### src/rtl/nibble_pixmap_blitter_macros.svh
// Assertion macros used by the blitter back end.
`ifndef NIBBLE_PIXMAP_BLITTER_MACROS_SVH
`define NIBBLE_PIXMAP_BLITTER_MACROS_SVH

// Same-cycle implication, disabled during reset.
`define NPB_ASSERT_NOW(lbl, clk, rst, ante, cons) \
   lbl: assert property (@(posedge clk) disable iff (rst) (ante) |-> (cons)) \
      else $error("npb assertion failed");

// Next-cycle implication, disabled during reset.
`define NPB_ASSERT_NEXT(lbl, clk, rst, ante, cons) \
   lbl: assert property (@(posedge clk) disable iff (rst) (ante) |=> (cons)) \
      else $error("npb assertion failed");

`endif

### src/rtl/npb_pkg.sv
// Shared types and constants for the nibble pixmap blitter.
`default_nettype none
package npb_pkg;
   localparam int ADDR_W_MAX = 24;
   localparam int DIM_W      = 14;
   localparam int STRIDE_W   = 12;
   localparam int COUNT_W    = 23;
   localparam logic [7:0] LOW_NIB  = 8'h0f;
   localparam logic [7:0] HIGH_NIB = 8'hf0;

   // Configuration register indexes.
   localparam logic [2:0] CSR_SRC_BASE  = 3'd0;
   localparam logic [2:0] CSR_SRC_WIDTH = 3'd1;
   localparam logic [2:0] CSR_DST_BASE  = 3'd2;
   localparam logic [2:0] CSR_DST_WIDTH = 3'd3;

   typedef enum logic [1:0] {
      OP_WRITE  = 2'd0,
      OP_READ   = 2'd1,
      OP_BLIT   = 2'd2,
      OP_UNUSED = 2'd3
   } op_type;

   typedef struct packed {
      op_type                  op;
      logic [ADDR_W_MAX-1:0]   addr;      // bus address or destination start
      logic [ADDR_W_MAX-1:0]   src_addr;  // source start
      logic [7:0]              wdata;
      logic [7:0]              fill;
      logic                    odd;
      logic [DIM_W-1:0]        width;
      logic [DIM_W-1:0]        height;
      logic [STRIDE_W-1:0]     dstride;
      logic [STRIDE_W-1:0]     sstride;
      logic [COUNT_W-1:0]      count;
   } cmd_type;
endpackage
`default_nettype wire

### src/rtl/npb_cmd_fifo.sv
// Two-entry command queue between front and back end.
`default_nettype none
module npb_cmd_fifo (
   input  wire logic             clock,
   input  wire logic             reset,
   input  wire logic             push,
   input  npb_pkg::cmd_type      push_cmd,
   output logic                  full,
   input  wire logic             pop,
   output npb_pkg::cmd_type      pop_cmd,
   output logic                  empty
);
   npb_pkg::cmd_type slot_ff [2];
   logic       wr_ptr_ff, rd_ptr_ff;
   logic [1:0] count_ff;

   assign full    = (count_ff == 2'd2);
   assign empty   = (count_ff == 2'd0);
   assign pop_cmd = slot_ff[rd_ptr_ff];

   always_ff @(posedge clock) begin
      if (push) begin
         slot_ff[wr_ptr_ff] <= push_cmd;
      end
      if (reset) begin
         wr_ptr_ff <= 1'b0;
         rd_ptr_ff <= 1'b0;
         count_ff  <= 2'd0;
      end else begin
         if (push) wr_ptr_ff <= ~wr_ptr_ff;
         if (pop)  rd_ptr_ff <= ~rd_ptr_ff;
         count_ff <= count_ff + {1'b0, push} - {1'b0, pop};
      end
   end
endmodule
`default_nettype wire

### config.mk
export PLATFORM = sky130hd
export DESIGN_NAME = npb_cmd_fifo
export DESIGN_NICKNAME = d
export VERILOG_FILES = /design/src/rtl/nibble_pixmap_blitter_macros.svh /design/src/rtl/npb_pkg.sv /design/src/rtl/npb_cmd_fifo.sv
export SDC_FILE = /design/constraint.sdc
export NUM_CORES = 1
export LEC_CHECK = 0
export ABC_AREA = 1
export ABC_CLOCK_PERIOD_IN_PS = 25500
export BUFFER_PORTS_ARGS = -buffer_cell sky130_fd_sc_hd__buf_4
export CAP_MARGIN = 20
export CORE_UTILIZATION = 56
export DETAILED_ROUTE_END_ITERATION = 10
export PLACE_DENSITY = 0.84
export RECOVER_POWER = 25
export REMOVE_ABC_BUFFERS = 1
export SLEW_MARGIN = 15
export SYNTH_ARGS = -nofsm -noshare
export SYNTH_HDL_FRONTEND = slang
export SYNTH_SLANG_ARGS = --single-unit
### constraint.sdc
create_clock -name clock -period 25.5 [get_ports clock]
set_input_delay 5.1 -clock clock [delete_from_list [all_inputs] [get_ports clock]]
set_output_delay 5.1 -clock clock [all_outputs]
set_load 0.01 [all_outputs]
; Word-level counts from Yosys, hierarchy flattened
; Memories as Yosys holds them, arrays and structs flattened. A register that Yosys moved wholly into a read port is not among the register bits.
; Index checks and enable logic that the tools add are counted.
; W data, S select, Z words.
[word_totals]
regBits = 4
ram_bits = 284
inputBits = 146
output_inout_bits = 144
wordCells = 14
memories = 1
[memory_table]
columns = name, words, width, read_ports, rd_ports_with_merged_regs, write_ports, line_no
row1 = slot_ff, 2, 142, 1, 1, 1, npb_cmd_fifo.sv:13  ; npb_pkg::cmd_type slot_ff [2];
[classes]
add_sub_neg = 2
eq_ne = 1
n_mux = 4
bitwise_logic = 2
reduce_logical = 1
[op_table]
columns = operator, count
row1 = $mux W1, 4
row2 = $add A2 B1 Y2, 1
row3 = $eq A2 B2 Y1 const B, 1
row4 = $logic_not A2 Y1, 1
row5 = $not A1 Y1, 2
row6 = $sub A2 B1 Y2, 1

; Longest topological paths before layout
; Gate-level depths: netlist (run 1).
[logic_depth]
ltp_word = 3
depth_mapped = 9
ltp_nobuf = 9

; Worst setup path after synthesis (run 1)
; No wires, ideal clock.
[synth_timing]
path_kind = input -> register
from = in push
to = mem slot_ff[0][0] in the netlist's numbering, enable pin
setup_ps = 649
arrival_time_ps = 11078
t_required_ps = 24851
path_slack_ps = 13773
cell_stages = 2
path_buffers = 0
cell_sequence = inv_1 -> nor2_1
[synth_via]
elab_chain_cells = 2
[synth_lines]
columns = element, line_no
row1 = start: declaration, npb_cmd_fifo.sv:6  ; input wire logic push,
row2 = $mux W1, npb_cmd_fifo.sv:22  ; if (push) begin
row3 = $mux W1 (not written as such), npb_cmd_fifo.sv:23  ; slot_ff[wr_ptr_ff] <= push_cmd;
row4 = end: declaration, npb_cmd_fifo.sv:13
; Every way passes these cells.

==> impl_metrics.toml, run 1 <==
[global_routing]
grt_max_degree = 90
grt.total_usage_pct = 20.2
first_global_vias = 5704
grt-ovfl-total = 0
antenna_found_initial = 0
grt_pass1_wl_mm = 30.5

[synthesis]
synthMuxAreaShare_pct = 17.6
synth_seq_area_share_pct = 79.9
synth.most_common_cell = "edfxtp_1"
synthesis.area_um2 = 10800
synth_area_leader_cell = "edfxtp_1"
synth_cells = 473
synth_top_family_by_area = "multiplexers"
avgSynthCellArea_um2 = 22.8
yosys_warnings = 0
synth_ff_type = "edfxtp_1"
synth_edf_count = 284
synthArstFlopShare_pct = 0
synth_area_leaders = "edfxtp_1 (79%), mux2_4 (11%), mux2_2 (6.5%), buf_6 (1.0%), dfxtp_1 (0.93%)"
synthDistinctLibCells = 14
ys_seq_elements = 289
synthAdderAreaFrac_pct = 0.232
yosysTopAreaCellShare_pct = 79.0
synth-simple-area-share_pct = 0.510
synth-xor-area-share_pct = 0.0811
ys_top_cells_by_count = "edfxtp_1 (284), mux2_4 (80), mux2_2 (62)"
synth-compound-area-share_pct = 0.0464

[final_layout]
final_cell_area_um2 = 14100
final_core_utilization_pct = 75.2
regArea_um2 = 8630
n_antenna_cell = 0
multi_input_area_um2 = 2000
final_cells = 1037
nFillCells = 1051
nNetsFinal = 930
layout-drive-gt1-share_pct = 58.9
area_growth_pct = 30.7

[timing]
finalHoldViolations = 0
worst_pin_slew_ns = 1.03
period_share_pct = 30.4
setup_slack_ns = 17.76
setup_viol = 0
period_minus_slack_ns = 7.74
fin_setup_tns_ns = 0
maxSlewViolCount = 0
slew_headroom_pct = 31.1
timing.hold.ws_ns = 0.522
rsz0062_at_grt = "false"
final.setup_skew_ns = 0.0106
max_freq_ghz = 0.129

[power_and_ir_drop]
peakVddDrop_mv = 0.0722
leakage_nw = 5.46
p_per_area_nw_per_um2 = 79.5
p_total_mw = 1.12
p_int_mw = 0.883
pwr-share-seq_pct = 49.8
clkPwrFrac_pct = 38.2
sw_frac_of_total_pct = 21.3
p_switching_mw = 0.239
p_comb_share_pct = 11.9

[cts]
clk_pin_slew_ns = 0.06
cts_max_level = 1
clk_latency_ns = 0.53
cts_num_sinks = 289
tritoncts = "done"
cts-resized-gates = 0
cts_setup_buffers = 0
cts_hold_buffers = 0
cts_root_buf = "clkbuf_16"
cts_buffers = 29
clk_path_buf_depth = 3

[floorplan]
coreArea_um2 = 18800
die_area_um2 = 19800
rows = 50
fp.dieW_um = 141
start_util_pct = 57.5
fp.dieH_um = 141
ios = 290

[placement]
dp_cells = 985
place.gp.congestion = 0.748
pre_cts_slack_ns = 18.09
dpl_cell_area_um2 = 13200
hpwl_mm = 13.5
io_buffers = 289

[status]
status = "finished clean"

[worst_setup_path]
required_ns = 20.40
crit_type = "reg2out"
worstPathMaxFanout = 56
cp-end-kind = "output port"
crit_path_start_kind = "register"
crit_arrival_ns = 2.64

[route]
ant_nets = 0
wl_per_cell_um = 19.9
drtIter0Drc = 287
dr.pass1.iters = 4
drc = 0
avgViaCountPerCell = 5.30
num_vias = 5501
drt_wl_total_mm = 20.6

[job]
maxCapViolCount = 0

[min_path]
hold_class = "reg2reg"
==> layout by cell type (no fill, tap or decap), types with 5 or more instances in the layout <==
cell type,netlist,routed
edfxtp_1,284,284
buf_4,0,198
clkbuf_4,0,84
mux2_4,80,80
mux2_2,62,62
clkbuf_16,0,29
clkbuf_1,0,12
inv_1,8,7
nor2_1,8,7
clkinv_1,0,6
clkinv_2,0,5
bufinv_16,0,5
==> state kept, by name, indices dropped and copies added, names as in the netlist, named ones only <==
register,cells
rd_ptr_ff,1
count_ff,2
slot_ff,284
wr_ptr_ff,1
==> power groups by stage <==
stage	clock network, mW	registers, mW	logic (mW)
floorplan	0	0.577	0.0702
global placement	0	0.567	0.132
detailed placement	0	0.570	0.136
CTS	0.437	0.560	0.137
global route	0.455	0.561	0.142
finish	0.429	0.559	0.134
==> critical path, stage by stage, from the launching register on <==
cell	delay, ns
dfxtp_4	0.66
buf_4	0.79
mux2_2	0.42
buf_4	0.14
==> kinds of logic (layout without fill, tap and decap cells) <==
logic type | after synthesis | in the layout
AO/OA/AOI/OAI | 1 | 1
XOR/XNOR | 1 | 1
adder cells (fa/ha/maj) | 2 | 2
buffers and inverters | 24 | 354
flip-flops | 289 | 289
multiplexers | 142 | 142
AND/OR/NAND/NOR | 14 | 14
==> worst paths after layout <==
| path | cells past startpoint | start | endpoint | slack [ns] |
|---|---|---|---|---|
| min reg2reg | 2 | rd_ptr_ff | rd_ptr_ff | 0.52 |
| max reg2reg | 3 | wr_ptr_ff | slot_ff[1][120] | 23.08 |
| max | 3 | register | pop_cmd[21] | 17.76 |
| min | 2 | rd_ptr_ff | rd_ptr_ff | 0.52 |
==> cell type report <==
class	instances	area share (%)
Multi-Input combinational cell	160	14.2
Inverter	8	0.248
Timing Repair Buffer	294	15.4
Tap cell	234	2.08
Clock buffer	30	5.17
Sequential cell	289	61.2
Clock inverter	22	1.76
==> metal layers <==
metal  track usage, %  part of all wire (%)
met1             23.7                    37
met5                0                     0
met3             6.42                   8.7
met4             5.66                   2.1
met2             35.9                    52
No activity file was read; power rests on OpenSTA's default activity.
==> inputs of run 2 (changes only) <==
Settings changed: ABC_CLOCK_PERIOD_IN_PS 25500 to 7490, CORE_UTILIZATION 56 to 52, PLACE_DENSITY 0.84 to 0.79.
Clock period 25.5 ns to 7.49 ns, I/O delays scaled along.
==> run 2 against run 1 <==
Critical endpoint is now pop_cmd[10]. Die area increased by 7.6%. Largest cell class unchanged. Worst setup slack got worse by 15 ns. Cell count is 3.5% higher. Non-clock buffer count decreased by 1. Core utilization fell by 6.1 points. Critical path depth unchanged.
==> impl_metrics.toml, run 2 (synthesized netlist as in run 1, its figures left out) <==
[status]
status = "finished clean"

[cts]
clk_path_buf_depth = 3
cts_root_buf = "clkbuf_16"
cts_hold_buffers = 0
clk_pin_slew_ns = 0.06
cts_buffers = 29
cts-resized-gates = 0
clk_latency_ns = 0.53
cts_max_level = 1
cts_num_sinks = 289
tritoncts = "done"
cts_setup_buffers = 0

[worst_setup_path]
rr_startpoint = "wr_ptr_ff"
crit_type = "reg2out"
cp-end-kind = "output port"
worstPathMaxFanout = 76
required_ns = 5.99
crit_family = "flip-flops"
crit_arrival_ns = 2.79
reg2reg_slack_ns = 5.17
crit_path_cell_trace = "buf_12 -> mux2_2 -> buf_4"
crit_path_start_kind = "register"
slowest_delay_ns = 1.07
slowest_stage = "dfxtp_4"
critPathBufInv = 2

[final_layout]
largestRegisters = "slot_ff x284, count_ff x2"
nFillCells = 1328
n_antenna_cell = 0
layout-drive-gt1-share_pct = 57.0
regArea_um2 = 8630
final_cells = 1073
multi_input_area_um2 = 2000
final_cell_mix = "edfxtp_1 (284), buf_4 (198), mux2_4 (80)"
top_register = "slot_ff"
nNetsFinal = 929
mostFrequentLayoutCell = "edfxtp_1"
area_growth_pct = 29.8
final_core_utilization_pct = 69.0
largest_reg_flops = 284
final_cell_area_um2 = 14000

[placement]
pre_cts_slack_ns = 3.78
place.gp.congestion = 0.765
io_buffers = 289
hpwl_mm = 13.0
dp_cells = 1020
dpl_cell_area_um2 = 13200

[route]
wl_per_cell_um = 18.4
ant_nets = 0
num_vias = 5362
dr.pass1.iters = 4
avgViaCountPerCell = 5.00
drtIter0Drc = 201
drt_wl_total_mm = 19.8
drc = 0

[timing]
period_share_pct = 57.3
worst_pin_slew_ns = 1.12
fin_setup_tns_ns = 0
finalHoldViolations = 0
setup_slack_ns = 3.20
max_freq_ghz = 0.233
maxSlewViolCount = 0
final.setup_skew_ns = 0.0104
slew_headroom_pct = 25.6
period_minus_slack_ns = 4.29
setup_viol = 0
timing.hold.ws_ns = 0.571
rsz0062_at_grt = "false"

[floorplan]
fp.dieH_um = 146
die_area_um2 = 21300
ios = 290
start_util_pct = 53.2
fp.dieW_um = 146
rows = 52
coreArea_um2 = 20300

[global_routing]
antenna_found_initial = 0
first_global_vias = 5675
grt-ovfl-total = 0
grt_max_degree = 79
grt.total_usage_pct = 18.4
grt_pass1_wl_mm = 30.1

[power_and_ir_drop]
leakage_nw = 5.37
p_total_mw = 3.65
peakVddDrop_mv = 0.241
p_per_area_nw_per_um2 = 261

[min_path]
hold_class = "reg2reg"
hp-start = "wr_ptr_ff"

[job]
maxCapViolCount = 0
-- run 2: layout make-up --
class	instances	share of cell area [%]
well taps	270	2.41
clock buffers	39	5.45
repair buffers	293	15.3
inverters	8	0.250
multi-input cells	160	14.3
clock inverters	14	0.697
flip-flops and latches	289	61.6
-- run 2: final timing paths --
path	end	cells past startpoint
max	pop_cmd[10]	3
min	wr_ptr_ff	2
max reg2reg	slot_ff[1][10]	3
min reg2reg	wr_ptr_ff	2
-- run 2: worst reg2reg max path: cells and delay by family, from the launching register on --
family	cells	cell delay (ns)
AND/OR/NAND/NOR	1	0.14
flip-flops	1	0.39
buffers and inverters	2	1.34
-- run 2: power by group --
group          total, mW  internal [mW]  switching, mW
registers           1.91           1.88         0.0386
clock network       1.30          0.747          0.550
logic              0.439          0.252          0.187
-- run 2: metal layers --
layer	share of wire, %	track usage, %	up-vias
met5	0	0	-
met4	3.5	7.50	0
met3	7.6	5.22	47
met2	50	31.4	211
met1	38	22.0	2615
li1	-	-	2489
